--- config.mk ---
export PLATFORM = sky130hd
export DESIGN_NAME = escape_string_decoder
export DESIGN_NICKNAME = d
export VERILOG_FILES = /design/src/hw/rtl/esd_pkg.sv /design/src/hw/rtl/escape_string_decoder.sv /design/src/hw/rtl/esd_core.sv
export SDC_FILE = /design/constraint.sdc
export NUM_CORES = 1
export LEC_CHECK = 0
export BUFFER_PORTS_ARGS = -buffer_cell sky130_fd_sc_hd__buf_2
export CORE_MARGIN = 10
export CORE_UTILIZATION = 50
export CTS_BUF_LIST = sky130_fd_sc_hd__clkbuf_16
export CTS_CLUSTER_SIZE = 14
export DETAILED_ROUTE_END_ITERATION = 7
export PLACE_DENSITY = 0.75
export SYNTH_ARGS = -nofsm -noshare
export SYNTH_HDL_FRONTEND = slang
export SYNTH_SLANG_ARGS = --single-unit
--- constraint.sdc ---
create_clock -name clk -period 3.2 [get_ports clk]
set_clock_uncertainty 0.1 [all_clocks]
set_input_delay 0.16 -clock clk [delete_from_list [all_inputs] [get_ports clk]]
set_output_delay 0.16 -clock clk [all_outputs]
set_load 0.02 [all_outputs]
--- src/hw/rtl/esd_pkg.sv ---
// ----------------------------------------------------------------------------
// esd_pkg
// Shared types, constants and the hex digit decoder for the escape string
// decoder.
// ----------------------------------------------------------------------------
package esd_pkg;

    // Longest string length that the byte count tracks before it saturates.
    localparam int MAX_LEN = 4096;
    localparam int COUNT_W = $clog2(MAX_LEN + 1);

    // Width of the decoded count as it is reported on the result word.
    localparam int OUT_COUNT_W = 13;

    // Character codes.
    localparam logic [7:0] ESC_CHAR = 8'h5C;
    localparam logic [3:0] NIB_MASK = 4'hF;

    // Escape tracking state; the unused code behaves as idle.
    typedef enum logic [1:0] {
        PH_IDLE = 2'd0,
        PH_ESC  = 2'd1,
        PH_HEX  = 2'd2
    } phase_t;

    // Status codes carried on each result word.
    typedef enum logic [1:0] {
        ST_OK       = 2'd0,
        ST_END_ESC  = 2'd1,
        ST_NO_DIGIT = 2'd2,
        ST_BAD_HEX  = 2'd3
    } status_t;

    // What one character does to the decoder.
    typedef enum logic [2:0] {
        ACT_NONE,
        ACT_OPEN,
        ACT_FIRST,
        ACT_BYTE,
        ACT_ERROR,
        ACT_DROP
    } action_t;

    // One input character as held in the input register.
    typedef struct packed {
        logic [7:0] in_char;
        logic       is_last;
    } char_t;

    // One result word.
    typedef struct packed {
        logic [7:0]             out_byte;
        logic                   byte_valid;
        status_t                status;
        logic                   done_res;
        logic [OUT_COUNT_W-1:0] decoded_count;
    } result_t;

    // Hex digit value in the low four bits; bit 4 set when not a hex digit.
    function automatic logic [4:0] hex_value(input logic [7:0] c);
        logic [4:0] v;
        v = 5'h10;
        if (c >= 8'h30 && c <= 8'h39) begin
            v = {1'b0, 4'(c - 8'h30)};
        end else if (c >= 8'h61 && c <= 8'h66) begin
            v = {1'b0, 4'(c - 8'h61 + 8'd10)};
        end else if (c >= 8'h41 && c <= 8'h46) begin
            v = {1'b0, 4'(c - 8'h41 + 8'd10)};
        end
        return v;
    endfunction

endpackage

--- src/hw/rtl/escape_string_decoder.sv ---
// ----------------------------------------------------------------------------
// escape_string_decoder
// Streaming decoder for backslash and two-digit hex escapes, one character
// per word, with byte counting and error reporting per string.
// ----------------------------------------------------------------------------
// The block takes one character word per cycle and sustains that rate while
// the output side keeps up. An accepted word is held in an input register,
// decoded combinationally against the escape state register, and the result
// lands in an output register once that register is free, from where it can
// be taken. Characters that open an escape, first hex digits and characters
// dropped after an error give no output word. The decode loop through the
// escape state register is what sets the one-word-a-cycle figure; a stalled
// output register holds back the input register and then s_tready.
module escape_string_decoder (
    input  logic        clk,
    input  logic        rst_n,
    input  logic        s_tvalid,
    output logic        s_tready,
    input  logic [7:0]  s_tdata,   // in_char[7:0]
    input  logic        s_tlast,   // is_last
    output logic        m_tvalid,
    input  logic        m_tready,
    output logic [23:0] m_tdata,   // out_byte[7:0], status[9:8],
                                   // decoded_count[22:10], zero pad[23]
    output logic        m_tuser,   // byte_valid
    output logic        m_tlast    // done_res
);

    logic             in_valid_reg;
    esd_pkg::char_t   in_data_reg;
    logic             out_valid_reg;
    esd_pkg::result_t out_data_reg;

    logic             out_free;
    logic             step;
    logic             res_valid;
    esd_pkg::result_t res;

    // The input word is consumed once the output register can take a result.
    assign out_free = !out_valid_reg || m_tready;
    assign step     = in_valid_reg && out_free;
    assign s_tready = !in_valid_reg || step;

    // Input register.
    always_ff @(posedge clk or negedge rst_n)
    begin
        if (!rst_n) begin
            in_valid_reg <= 1'b0;
        end else if (s_tready) begin
            in_valid_reg <= s_tvalid;
        end
    end

    always_ff @(posedge clk)
    begin
        if (s_tready && s_tvalid) begin
            in_data_reg.in_char <= s_tdata;
            in_data_reg.is_last <= s_tlast;
        end
    end

    esd_core u_core (
        .clk       (clk),
        .rst_n     (rst_n),
        .step      (step),
        .cur       (in_data_reg),
        .res_valid (res_valid),
        .res       (res)
    );

    // Output register.
    always_ff @(posedge clk or negedge rst_n)
    begin
        if (!rst_n) begin
            out_valid_reg <= 1'b0;
        end else if (out_free) begin
            out_valid_reg <= step && res_valid;
        end
    end

    always_ff @(posedge clk)
    begin
        if (step && res_valid) begin
            out_data_reg <= res;
        end
    end

    assign m_tvalid = out_valid_reg;
    assign m_tdata  = {1'b0, out_data_reg.decoded_count, out_data_reg.status,
                       out_data_reg.out_byte};
    assign m_tuser  = out_data_reg.byte_valid;
    assign m_tlast  = out_data_reg.done_res;

    // A word carrying a byte always reports good status.
    a_byte_ok: assert property (@(posedge clk) disable iff (!rst_n)
        (m_tvalid && m_tuser) |-> (m_tdata[9:8] == esd_pkg::ST_OK))
        else $error("byte word with error status");

    // An error word ends the string and carries no byte.
    a_err_done: assert property (@(posedge clk) disable iff (!rst_n)
        (m_tvalid && m_tdata[9:8] != esd_pkg::ST_OK) |-> (m_tlast && !m_tuser))
        else $error("error word not final or carries a byte");

    // The count never passes its saturation value.
    a_count_sat: assert property (@(posedge clk) disable iff (!rst_n)
        m_tvalid |-> (m_tdata[22:10] <= esd_pkg::OUT_COUNT_W'(esd_pkg::MAX_LEN)))
        else $error("decoded count above saturation");

    // A held input word stays put until it is consumed.
    a_in_hold: assert property (@(posedge clk) disable iff (!rst_n)
        (in_valid_reg && !step) |=> (in_valid_reg && $stable(in_data_reg)))
        else $error("input register lost a word");

endmodule

--- src/hw/rtl/esd_core.sv ---
// ----------------------------------------------------------------------------
// esd_core
// Escape tracking state machine: decodes the character in the input register
// against the string state and updates that state when the word is consumed.
// ----------------------------------------------------------------------------
module esd_core (
    input  logic             clk,
    input  logic             rst_n,
    input  logic             step,
    input  esd_pkg::char_t   cur,
    output logic             res_valid,
    output esd_pkg::result_t res
);

    esd_pkg::phase_t               phase_reg, phase_next;
    logic [3:0]                    high_nibble_reg, high_nibble_next;
    logic                          high_ok_reg, high_ok_next;
    logic [esd_pkg::COUNT_W-1:0]   byte_count_reg, byte_count_next;
    logic                          discarding_reg, discarding_next;

    esd_pkg::action_t              action;
    esd_pkg::status_t              err_status;
    logic [7:0]                    dec_byte;
    logic [4:0]                    hex;
    logic [esd_pkg::COUNT_W-1:0]   count_inc;

    assign hex = esd_pkg::hex_value(cur.in_char);

    // Saturating increment of the byte count.
    assign count_inc = (byte_count_reg < esd_pkg::COUNT_W'(esd_pkg::MAX_LEN))
                     ? byte_count_reg + 1'b1 : byte_count_reg;

    // Classify the current character.
    always_comb
    begin
        action     = esd_pkg::ACT_NONE;
        err_status = esd_pkg::ST_OK;
        dec_byte   = cur.in_char;
        if (discarding_reg) begin
            action = esd_pkg::ACT_DROP;
        end else begin
            case (phase_reg)
                esd_pkg::PH_ESC:
                begin
                    if (cur.in_char == esd_pkg::ESC_CHAR) begin
                        action   = esd_pkg::ACT_BYTE;
                        dec_byte = esd_pkg::ESC_CHAR;
                    end else if (cur.is_last) begin
                        action     = esd_pkg::ACT_ERROR;
                        err_status = esd_pkg::ST_NO_DIGIT;
                    end else begin
                        action = esd_pkg::ACT_FIRST;
                    end
                end
                esd_pkg::PH_HEX:
                begin
                    if (!high_ok_reg || hex[4]) begin
                        action     = esd_pkg::ACT_ERROR;
                        err_status = esd_pkg::ST_BAD_HEX;
                    end else begin
                        action   = esd_pkg::ACT_BYTE;
                        dec_byte = {high_nibble_reg, hex[3:0]};
                    end
                end
                default:
                begin
                    if (cur.in_char == esd_pkg::ESC_CHAR) begin
                        if (cur.is_last) begin
                            action     = esd_pkg::ACT_ERROR;
                            err_status = esd_pkg::ST_END_ESC;
                        end else begin
                            action = esd_pkg::ACT_OPEN;
                        end
                    end else begin
                        action = esd_pkg::ACT_BYTE;
                    end
                end
            endcase
        end
    end

    // Next string state.
    always_comb
    begin
        phase_next       = phase_reg;
        high_nibble_next = high_nibble_reg;
        high_ok_next     = high_ok_reg;
        byte_count_next  = byte_count_reg;
        discarding_next  = discarding_reg;
        case (action)
            esd_pkg::ACT_DROP:
            begin
                if (cur.is_last) begin
                    discarding_next  = 1'b0;
                    phase_next       = esd_pkg::PH_IDLE;
                    high_nibble_next = 4'h0;
                    high_ok_next     = 1'b0;
                    byte_count_next  = '0;
                end
            end
            esd_pkg::ACT_OPEN:
            begin
                phase_next = esd_pkg::PH_ESC;
            end
            esd_pkg::ACT_FIRST:
            begin
                phase_next       = esd_pkg::PH_HEX;
                high_ok_next     = !hex[4];
                high_nibble_next = hex[3:0] & esd_pkg::NIB_MASK;
            end
            esd_pkg::ACT_BYTE:
            begin
                phase_next      = esd_pkg::PH_IDLE;
                byte_count_next = count_inc;
                if (cur.is_last) begin
                    high_nibble_next = 4'h0;
                    high_ok_next     = 1'b0;
                    byte_count_next  = '0;
                end
            end
            esd_pkg::ACT_ERROR:
            begin
                phase_next       = esd_pkg::PH_IDLE;
                high_nibble_next = 4'h0;
                high_ok_next     = 1'b0;
                byte_count_next  = '0;
                discarding_next  = !cur.is_last;
            end
            default:
            begin
            end
        endcase
    end

    // Result word for the current character.
    always_comb
    begin
        res_valid          = 1'b0;
        res.out_byte       = 8'h00;
        res.byte_valid     = 1'b0;
        res.status         = esd_pkg::ST_OK;
        res.done_res       = 1'b0;
        res.decoded_count  = esd_pkg::OUT_COUNT_W'(byte_count_reg);
        case (action)
            esd_pkg::ACT_BYTE:
            begin
                res_valid         = 1'b1;
                res.out_byte      = dec_byte;
                res.byte_valid    = 1'b1;
                res.done_res      = cur.is_last;
                res.decoded_count = esd_pkg::OUT_COUNT_W'(count_inc);
            end
            esd_pkg::ACT_ERROR:
            begin
                res_valid    = 1'b1;
                res.status   = err_status;
                res.done_res = 1'b1;
            end
            default:
            begin
            end
        endcase
    end

    // String state registers.
    always_ff @(posedge clk or negedge rst_n)
    begin
        if (!rst_n) begin
            phase_reg       <= esd_pkg::PH_IDLE;
            high_nibble_reg <= 4'h0;
            high_ok_reg     <= 1'b0;
            byte_count_reg  <= '0;
            discarding_reg  <= 1'b0;
        end else if (step) begin
            phase_reg       <= phase_next;
            high_nibble_reg <= high_nibble_next;
            high_ok_reg     <= high_ok_next;
            byte_count_reg  <= byte_count_next;
            discarding_reg  <= discarding_next;
        end
    end

endmodule

======== Word level (Yosys, flattened, before mapping) ========
Cells that the tools add are included.
storage, ports and cells
  bits in registers ....................... 57
  input bits .............................. 13
  output and inout bits ................... 28
  logic and storage cells ................. 98
cells by class
  $add $sub $neg .......................... 6
  $lt $le $gt $ge ......................... 7
  equality and inequality tests ........... 10
  muxes and demuxes ....................... 35
  bitwise logic cells ..................... 1
  reductions and logical operators ........ 25
operators by type and width
  operator                                                                              number
  13-bit 2-to-1 mux                                                                     4
  13-bit case mux with 3 select lines                                                   1
  8-bit 2-to-1 mux                                                                      3
  3-bit 2-to-1 mux                                                                      6
  8-bit by 7-bit greater-or-equal comparator with 1-bit output (second input constant)  2
  8-bit by 7-bit less-or-equal comparator with 1-bit output (second input constant)     2
  8-bit case mux with 2 select lines                                                    1
  5-bit 2-to-1 mux                                                                      3
  13-bit by 1-bit adder with 13-bit output (second input constant)                      1
  13-bit < comparator (second input constant)                                           1
  4-bit case mux with 3 select lines                                                    1
  3-bit AND reduction                                                                   4
  4-bit by 1-bit subtractor with 4-bit output (second input constant)                   3
  2-bit 2-to-1 mux                                                                      5
  4-bit adder (second input constant)                                                   2
  8-bit by 7-bit == test with 1-bit output (second input constant)                      1
  8-bit by 6-bit greater-or-equal comparator with 1-bit output (second input constant)  1
  8-bit by 6-bit less-or-equal comparator with 1-bit output (second input constant)     1
  2-bit case mux with 4 select lines                                                    1
  3-bit by 2-bit == test with 1-bit output (second input constant)                      2
  3-bit == test (second input constant)                                                 2
  1-bit logical AND                                                                     6
  3-bit case mux with 2 select lines                                                    1
  3-bit nonzero test                                                                    2
  other kinds (16)                                                                      28

======== Logic depth before layout (Yosys ltp) ========
Gate-level depths: netlist (run 1).
  word-level depth ........................ 13
  gate-level depth with buffers ........... 11
  depth with buffers taken out ............ 10

======== By module ========
From an unflattened synthesis (run 1), not the netlist that was laid out.
unflattened totals
  cells, all modules ...................... 292
  area total of the unflattened synthesis .. 3095.5 µm²
by module, submodules not included
  module                 times used  cells each  area each (µm²)  sequential area each (µm²)
  esd_core               1           246         1951.9           525.5
  escape_string_decoder  1           46          1143.6           1071.0

======== Least setup slack after synthesis (run 1) ========
OpenSTA, ideal clock, no wires.
  kind .................................... register to register
  from .................................... register in_data_reg[1] in the netlist's numbering
  to ...................................... register out_data_reg, in the netlist m_tdata[0] (enable)
  setup time .............................. 0.383 ns
  arrival time ............................ 2.717 ns
  required time ........................... 2.717 ns
  slack ................................... 0.000 ns
  stages on the path, launching flop included .. 9
  buffers on the path ..................... 0
  clock period less this slack ............ 3.200 ns
  cells stage by stage .................... edfxtp_1 -> inv_1 -> ha_1 -> or3b_4 -> and4_4 -> a211oi_4 -> a21oi_1 -> nor3_1 -> o21a_1
on the way
  word-level cells in the longest chain between the ends .. 13
  elaborated cells between the ends (all ways) .. 24
  classes of those cells .................. order compare (6); eq/ne (3); mux (9); reduce/logical (6)
ends and longest elaborated chain
  what                                                                                                                                       RTL line                     source
  start: declaration                                                                                                                         escape_string_decoder.sv:30  esd_pkg::char_t in_data_reg;
  8-bit by 7-bit greater-or-equal comparator with 1-bit output or 8-bit by 7-bit less-or-equal comparator with 1-bit output (tied branches)  esd_pkg.sv:67                end else if (c >= 8'h41 && c <= 8'h46) begin
  1-bit logical AND                                                                                                                          esd_pkg.sv:67
  5-bit 2-to-1 mux                                                                                                                           esd_pkg.sv:67
  5-bit 2-to-1 mux                                                                                                                           esd_pkg.sv:65                end else if (c >= 8'h61 && c <= 8'h66) begin
  5-bit 2-to-1 mux                                                                                                                           esd_pkg.sv:63                if (c >= 8'h30 && c <= 8'h39) begin
  1-bit logical OR                                                                                                                           esd_core.sv:57               if (!high_ok_reg || hex[4]) begin
  3-bit 2-to-1 mux                                                                                                                           esd_core.sv:57
  3-bit case mux with 2 select lines *                                                                                                       esd_core.sv:42               case (phase_reg)
  3-bit 2-to-1 mux *                                                                                                                         esd_core.sv:39               if (discarding_reg) begin
  3-bit by 2-bit == test with 1-bit output or 3-bit == test (tied branches)                                                                  esd_core.sv:144              case (action)
  2-bit OR reduction (no line) *                                                                                                             -
  1-bit 2-to-1 mux *                                                                                                                         esd_core.sv:144
  1-bit logical AND *                                                                                                                        escape_string_decoder.sv:83  if (step && res_valid) begin
  end signal: assignment                                                                                                                     escape_string_decoder.sv:84  out_data_reg <= res;
  end: declaration                                                                                                                           escape_string_decoder.sv:32  esd_pkg::result_t out_data_reg;
Every way passes the cells marked *; elsewhere a longest branch is shown, timed or not.
A chain may end at the register's enable or synchronous reset.

======== Final worst setup path (run 1) ========
  from .................................... register in_data_reg[1] in the netlist's numbering
  to ...................................... register out_data_reg, in the netlist m_tdata[2] (enable)
Same word-level chain as after synthesis.

==> results of run 1 <==
## per-stage QoR
| stage | util | setup slack, ps | total power [µW] | area, µm² |
|---|---|---|---|---|
| global route | 0.646 | 6.18 | 4250 | 3870 |
| CTS | 0.642 | 98.5 | 3980 | 3840 |
| finish | 0.646 | 201 | 4010 | 3870 |
| global placement | 0.570 | 239 | 2930 | 3410 |
| detailed placement | 0.570 | 118 | 2960 | 3410 |
| floorplan | - | 0.365 | 2460 | 3120 |
## final timing paths
| path | from | depth (start not counted) | end |
|---|---|---|---|
| worst max-delay path | in_data_reg[1]$_DFFE_PP_ | 10 | m_tdata[2]$_SDFFCE_PP0P_ |
| worst min-delay path | rst_n | 2 | m_tvalid$_DFFE_PN0P_ |
| worst max register to register | in_data_reg[1]$_DFFE_PP_ | 10 | m_tdata[2]$_SDFFCE_PP0P_ |
| worst min register to register | u_core.high_nibble_reg[1]$_DFFE_PN0P_ | 1 | u_core.high_nibble_reg[1]$_DFFE_PN0P_ |
| max in group asynchronous | rst_n | 2 | u_core.byte_count_reg[8]$_DFFE_PN0P_ |
| min in group clk | u_core.high_nibble_reg[1]$_DFFE_PN0P_ | 1 | u_core.high_nibble_reg[1]$_DFFE_PN0P_ |
## final cells by class
class,count,area (µm²)
Timing Repair Buffer,61,403
Inverter,16,62.6
Clock inverter,7,85.1
Fill cell,454,2120
Clock buffer,9,225
Sequential cell,57,1600
Multi-Input combinational cell,206,1400
Tap cell,75,93.8
## worst register-to-register path, delay by kind of cell, from the launching register on
kind / cells / cell delay [ps]
buf+inv: 3 / 390
compound gates: 3 / 740
flops: 1 / 460
fa+ha+maj: 1 / 240
simple gates: 3 / 810
## layout by cell type (no fill, tap or decap), types with 12 or more instances in the layout
| master | Yosys | layout |
|---|---|---|
| edfxtp_1 | 34 | 34 |
| dlygate4sd3_1 | 0 | 12 |
| buf_2 | 3 | 39 |
| nand3_1 | 12 | 12 |
| dfrtp_1 | 23 | 23 |
| nor2_1 | 22 | 22 |
| nand2_1 | 19 | 19 |
| inv_1 | 15 | 15 |
## power by group
part           internal (µW)  switching (µW)
Clock                    672             328
Sequential              1110             132
Combinational            627            1140
Total                   2410            1600
## timing repair
| action | in CTS | in global routing |
|---|---|---|
| endpoints found under the setup margin | 0 | 34 |
| hold buffers | 12 | 0 |
| hold endpoints to repair | 34 | 0 |
| resized for setup | 0 | 2 |
| setup buffers | 0 | 2 |
## metal layers
layer	global-route usage	vias to the layer above	routed length (µm)
met4	0.0573	0	59
met2	0.211	84	3240
met1	0.203	1177	3310
li1	-	1203	-
met5	0	-	0
met3	0.0587	7	622
## cells by family after synthesis
logic type	count (synthesis)	share of synthesized area
adder cells (fa/ha/maj)	6	0.0240
other	1	0.00120
XOR/XNOR	14	0.0392
flip-flops	57	0.511
AO/OA/AOI/OAI	59	0.139
multiplexers	9	0.0312
AND/OR/NAND/NOR	117	0.212
buffers and inverters	27	0.0420
==> metrics, run 1 <==
status finished, final reports clean; CTS buffer count 9; Area Growth Syn to Fin 23.9%; Diodes inserted 0; Max Fclk 0.333 GHz; number of flip-flops in the largest register 23; register area share after synthesis 0.511; setup_tns 0 ps; CTS tree done; maximum vdd ir drop 0.582 mV; initial antenna violation count 0; RePlAce Congestion 0.951; Crit-path slowest cell edfxtp_1; Die X 99.0 µm; Clk pin slew, worst setup/hold paths 50 ps; Via density 5.73; WL/cell 16.8 µm; number of enable flip-flop cells after synthesis 34; Mapped Cells 290; largest net degree at the start of global routing 24; Slew Limit Fails 0; clk sinks 57; drt first pass iters 4; GRT overflow 0; Synth area leader edfxtp_1; Max-slew headroom 0.545; crit-path leading delay family simple AND/OR/NAND/NOR gates; Die ar. 9810 µm²; Max-Cap Viols 0; Initial Util 0.522; H-tree Lvls 3; number of nets in the layout 370; predominant post-synthesis flop cell edfxtp_1; fin crit share 0.937; RSZ-0062 raised after global routing false; die height 99.0 µm; CP max FO 21; worst-case clock buffer depth 2; HPWL after DPL 5.17 mm; Total GRT Usage 0.150; count leader, synth edfxtp_1; Slew @ Worst Pin 678 ps; Port Buffers 39; Post-synth top cells edfxtp_1, dfrtp_1, nor2_1; synth top area cells edfxtp_1, dfrtp_1, nor2_1, xnor2_1, ha_1; final WL 7.24 mm; Mapped Area 3120 µm²; DRC 0; vias in the first global route 2411; post-synthesis cell type count 64; Bufs and invs on worst path 3; Worst Path Arrival 2980 ps; share of layout cells above drive strength 1 0.222; FFs w/ async S/R, synth 0.404; core outline area 5990 µm²; kind of critical path reg2reg; worst hold path class in2async; I/O pins 41; clk_lat worst skew 330 ps; synthesized area per cell 10.8 µm²; Yosys top cell area share 0.327; DP Cell Count 401; register bit total from synthesis 57; critical path endpoint category register; clk root buf clkbuf_16; Cell Chain, Critical Path inv_1 > ha_1 > or3b_4 > and4_4 > a211oi_4 > a21oi_2 > nand3_4 > inv_4 > o21a_1 > buf_12; Fin. Hold Viols 0; Worst R2R Setup Slack 200 ps; Syn Nets 309; drt first-iter violations 239; Leakage 0.00165 µW; Max stage delay on crit path 460 ps; global-route wire length before repair 11.8 mm; row cnt 28; WHS 248 ps; Layout Cells excl Fill 431; Final min period 3000 ps; Critical Path RT 3180 ps; nature of the critical path startpoint register; power per standard cell area 1040 nW/µm²; Yosys Warn Count 0; via count 2471; remaining antenna violation count 0; setup violators final 0
Note: power is estimated with default switching activity, not from simulation.
==> run 2: changes to the inputs <==
GPL_TIMING_DRIVEN = 0   (was unset)
==> run 2 against run 1 <==
Net effect: critical path type unchanged; worst setup slack worse by 47 ps; cell count is 0.46% higher; clock power is 16% lower; core utilization is 0.33 points lower; critical path depth is 1 lower; largest power group unchanged; fmax is 1.5% lower; sequential power hardly changed; global-route usage is 0.081 points lower; largest cell class unchanged.
==> metrics, run 2 (synthesis gave the netlist of run 1 again) <==
crit-path leading delay family compound AO/OA/AOI/OAI gates; WHS 6.48 ps; number of nets in the layout 372; Total GRT Usage 0.150; DRC 0; final WL 7.32 mm; switching power 1650 µW; clk sinks 57; HPWL after DPL 4.96 mm; Initial Util 0.522; Max-Cap Viols 0; Area Growth Syn to Fin 23.2%; CTS buffer count 9; Max stage delay on crit path 470 ps; Bufs and invs on worst path 1; internal power 2250 µW; clk root buf clkbuf_16; Clk pin slew, worst setup/hold paths 50 ps; nature of the critical path startpoint register; share of layout cells above drive strength 1 0.229; clock share of power 0.215; commonest non-fill, non-tap cell in the layout buf_2; fin crit share 0.952; initial antenna violation count 0; Critical Path RT 3280 ps; drt first pass iters 5; Max Fclk 0.328 GHz; commonest non-fill, non-tap cells in the layout buf_2, edfxtp_1, dfrtp_1, nor2_1, nand2_1; GRT overflow 0; core outline area 5990 µm²; Final Cell Area 3850 µm²; Placed Area 3410 µm²; global-route wire length before repair 11.9 mm; CTS tree done; WL/cell 16.9 µm; Fin. Hold Viols 0; combinational share of power 0.473; die height 99.0 µm; vias in the first global route 2387; CP max FO 6; RePlAce Congestion 0.898; number of flip-flops in the largest register 23; Worst Path Arrival 3130 ps; H-tree Lvls 3; Cell Chain, Critical Path inv_1 > ha_1 > or3b_4 > and4_4 > a211oi_4 > a21o_2 > o21ai_2 > a21oi_1 > o211ai_1; via count 2490; Die X 99.0 µm; worst hold path class in2reg; status finished, final reports clean; Final min period 3050 ps; Max-slew headroom 0.547; kind of critical path reg2reg; met3 WL 540 µm; power per standard cell area 1010 nW/µm²; I/O pins 41; DRT met1 WL 3.27 mm; Port Buffers 39; Net Sw Frac 0.424; Crit-path slowest cell edfxtp_1; RSZ-0062 raised after global routing false; drt first-iter violations 171; Via density 5.75; largest net degree at the start of global routing 26; Die ar. 9810 µm²; Leakage 0.00163 µW; remaining antenna violation count 0; Seq pwr share 0.312; row cnt 28; Diodes inserted 0; DR WL met2 3.44 mm; worst-case clock buffer depth 2; critical path endpoint category register; setup violators final 0; Slew @ Worst Pin 674 ps; maximum vdd ir drop 0.574 mV; Max Used Layer met4; Slew Limit Fails 0; Worst R2R Setup Slack 150 ps; clk_lat worst skew 330 ps
## run 2: cell count changes in the layout (fill, tap and decap cells not counted), sizes merged
cell         before  now
buf              49   48
clkbuf            9   12
clkinv            5    4
dlygate4sd3      12   11
inv              16   17
clkinvlp          0    2
o21a              1    2
bufinv            2    0
## run 2: final cells by class
| class | count | area (µm²) |
|---|---|---|
| Timing Repair Buffer | 51 | 313 |
| Clock buffer | 9 | 225 |
| Inverter | 16 | 60.1 |
| Multi-Input combinational cell | 207 | 1450 |
| Fill cell | 485 | 2140 |
| Sequential cell | 57 | 1600 |
| Clock inverter | 7 | 38.8 |
| Tap cell | 75 | 93.8 |
| Buffer | 11 | 71.3 |
## run 2: timing repair
item                                   CTS  global route
endpoints found under the hold margin   33             0
gates cloned                             0             1
resized for setup                        3             5
pin swaps                                0             1
hold buffers                            11             0
setup buffers                            0             1
setup endpoints to repair               25            35
## run 2: final timing paths
kind / from / end / cells past startpoint
hold reg to reg: u_core.high_nibble_reg[2]$_DFFE_PN0P_ / u_core.high_nibble_reg[2]$_DFFE_PN0P_ / 1
setup reg to reg: in_data_reg[1]$_DFFE_PP_ / u_core.byte_count_reg[2]$_DFFE_PN0P_ / 9
min in group asynchronous: rst_n / in_valid_reg$_DFFE_PN0N_ / 2
hold / removal: m_tready / m_tvalid$_DFFE_PN0P_ / 3
setup / recovery: in_data_reg[1]$_DFFE_PP_ / u_core.byte_count_reg[2]$_DFFE_PN0P_ / 9
max in group asynchronous: rst_n / u_core.high_nibble_reg[2]$_DFFE_PN0P_ / 2
## run 2: power groups by stage
stage | Combinational [µW] | Clock, µW | Sequential [µW]
2_1_floorplan | 1040 | 0 | 1420
3_3_place_gp | 1690 | 0 | 1220
3_5_place_dp | 1700 | 0 | 1230
4_1_cts | 1740 | 848 | 1220
5_1_grt | 2010 | 892 | 1240
6_report | 1840 | 837 | 1220
## run 2: through the flow
step                total power [µW]  TNS, ps  utilization  cells  worst slack (ps)
floorplan                       2460        0            -    290             0.365
global placement                2910   -14450        0.570    404              -580
detailed placement              2940   -15540        0.570    404              -623
CTS                             3810        0        0.634    431              60.5
global route                    4140        0        0.643    433              41.6
finish                          3900        0        0.643    433               154
## run 2: layer usage
| layer | up-vias | GRT usage |
|---|---|---|
| li1 | 1203 | - |
| met1 | 1185 | 0.188 |
| met2 | 94 | 0.226 |
| met3 | 8 | 0.0622 |
| met4 | 0 | 0.0507 |
| met5 | - | 0 |
## run 2: tightest hold or removal path, cell delays in order
cell      delay [ps]
buf_2             80
nand2b_1         100
nand2_1           50
==> run 3: changes to the inputs <==
CORE_UTILIZATION = 52   (was 50)
PLACE_DENSITY = 0.84   (was 0.75)
==> run 3 against run 2 <==
Net effect: the flow now finishes with violations (hold timing); routed wire length increased by 3.9%; total power up 0.16%; core utilization increased by 1.1 points; combinational power barely moved; cell area is essentially flat; via count increased by 5.6%; sequential share of layout area barely moved; count of clock-buffer cells in the layout unchanged; flip-flop and latch count is the same; worst hold slack worse by 7.7 ps; clock power grew 1%; critical path type unchanged; critical endpoint is now m_tdata[15]$_DFFE_PP_.
==> metrics, run 3 (synthesis gave the netlist of run 1 again) <==
status finished with violations; failing checks hold timing; global-route wire length before repair 12.3 mm; Net Sw Frac 0.425; drt first-iter violations 216; commonest non-fill, non-tap cell in the layout buf_2; kind of critical path reg2reg; core outline area 5890 µm²; RePlAce Congestion 0.900; worst hold path class in2reg; H-tree Lvls 3; vias in the first global route 2539; Port Buffers 39; Die ar. 9510 µm²; clk_lat worst skew 330 ps; Final min period 3070 ps; R2R depth 8; CP max FO 13; number of flip-flops in the largest register 23; GRT overflow 0; final WL 7.61 mm; critical path endpoint category register; RR Startpoint in_data_reg[1]$_DFFE_PP_; power per standard cell area 1020 nW/µm²; Leakage 0.00163 µW; combinational share of power 0.471; via count 2629; CTS tree done; Max-slew headroom 0.582; row cnt 28; clock share of power 0.216; worst-case clock buffer depth 2; switching power 1660 µW; fin crit share 0.961; I/O pins 41; HPWL after DPL 4.96 mm; Worst R2R End m_tdata[15]$_DFFE_PP_; Initial Util 0.531; initial antenna violation count 0; Fillers 461; clk sinks 57; Die X 97.5 µm; WHS -1.22 ps; Clk pin slew, worst setup/hold paths 50 ps; DRC 0; Seq pwr share 0.312; Max Fclk 0.325 GHz; hold endpoint m_tvalid$_DFFE_PN0P_; commonest non-fill, non-tap cells in the layout buf_2, edfxtp_1, dfrtp_1, nor2_1, nand2_1; maximum vdd ir drop 0.615 mV; internal power 2240 µW; share of layout cells above drive strength 1 0.231; Total GRT Usage 0.157; Critical Path Start in_data_reg[1]$_DFFE_PP_; HP Start m_tready; Critical Path RT 3110 ps; number of nets in the layout 373; Via density 6.06; drt first pass iters 5; die height 97.5 µm; Worst Path Arrival 2990 ps; WL/cell 17.5 µm; Area Growth Syn to Fin 23.1%; setup violators final 0; Diodes inserted 0; Worst R2R Setup Slack 130 ps; CTS buffer count 9; Slew Limit Fails 0; clk root buf clkbuf_16; Total Power 3910 µW; Max-Cap Viols 0; Fin. Hold Viols 1; Slew @ Worst Pin 623 ps; nature of the critical path startpoint register; Hold Crit Depth 3; largest net degree at the start of global routing 26; remaining antenna violation count 0
-- run 3: worst max path at each step --
stage | to | slack (ps) | depth (start not counted)
floorplan | m_tdata[0]$_SDFFCE_PP0P_ | 0.4 | 8
global route | m_tdata[15]$_DFFE_PP_ | -2 | 10
detailed placement | m_tdata[2]$_SDFFCE_PP0P_ | -630 | 8
CTS | m_tdata[19]$_DFFE_PP_ | 60 | 8
finish | m_tdata[15]$_DFFE_PP_ | 130 | 8
global placement | m_tdata[16]$_DFFE_PP_ | -490 | 8
-- run 3: power by group through the flow --
stage | registers, µW | clock network (µW) | logic [µW]
2_1_floorplan | 1420 | 0 | 1040
3_3_place_gp | 1220 | 0 | 1650
3_5_place_dp | 1230 | 0 | 1690
4_1_cts | 1220 | 847 | 1740
5_1_grt | 1240 | 885 | 2000
6_report | 1220 | 845 | 1840
-- run 3: timing repair --
item                                   CTS  global route
resized for setup                        3             4
endpoints found under the hold margin   33             0
hold buffers                            11             0
cloned                                   0             1
setup endpoints to repair               25            37
pin swaps                                0             3
buffers inserted                         0             2
-- run 3: critical path, stage by stage (launching register included) --
cell	delay, ps
edfxtp_1	470
inv_1	130
ha_1	240
or3b_4	410
and4_4	200
a211oi_4	320
a21oi_1	220
nor3_4	340
o21a_4	320
-- run 3: layout make-up --
| type | count | area [µm²] | share of cell area |
|---|---|---|---|
| Timing Repair Buffer | 52 | 320 | 0.0833 |
| Buffer | 11 | 71.3 | 0.0185 |
| Tap cell | 75 | 93.8 | 0.0244 |
| Clock inverter | 7 | 38.8 | 0.0101 |
| Sequential cell | 57 | 1600 | 0.415 |
| Multi-Input combinational cell | 207 | 1440 | 0.375 |
| Inverter | 16 | 60.1 | 0.0156 |
| Clock buffer | 9 | 225 | 0.0585 |
-- run 3: per-layer routing --
layer / wire length, µm / global-route usage / up-vias
met1: 3050 / 0.187 / 1269
met3: 659 / 0.0420 / 21
li1: - / - / 1211
met2: 3660 / 0.249 / 128
met5: 0 / 0 / -
met4: 239 / 0.0906 / 0
-- run 3: stage by stage --
stage	setup slack, ps	setup TNS, ps	std cells	utilization	cell area [µm²]
final	126	0	434	0.654	3850
after global routing	-1.91	-1.91	434	0.654	3850
after CTS	60.4	0	431	0.646	3800
after detailed placement	-628	-15670	404	0.580	3410
after global placement	-493	-12300	404	0.580	3410
after floorplan	0.365	0	290	-	3120
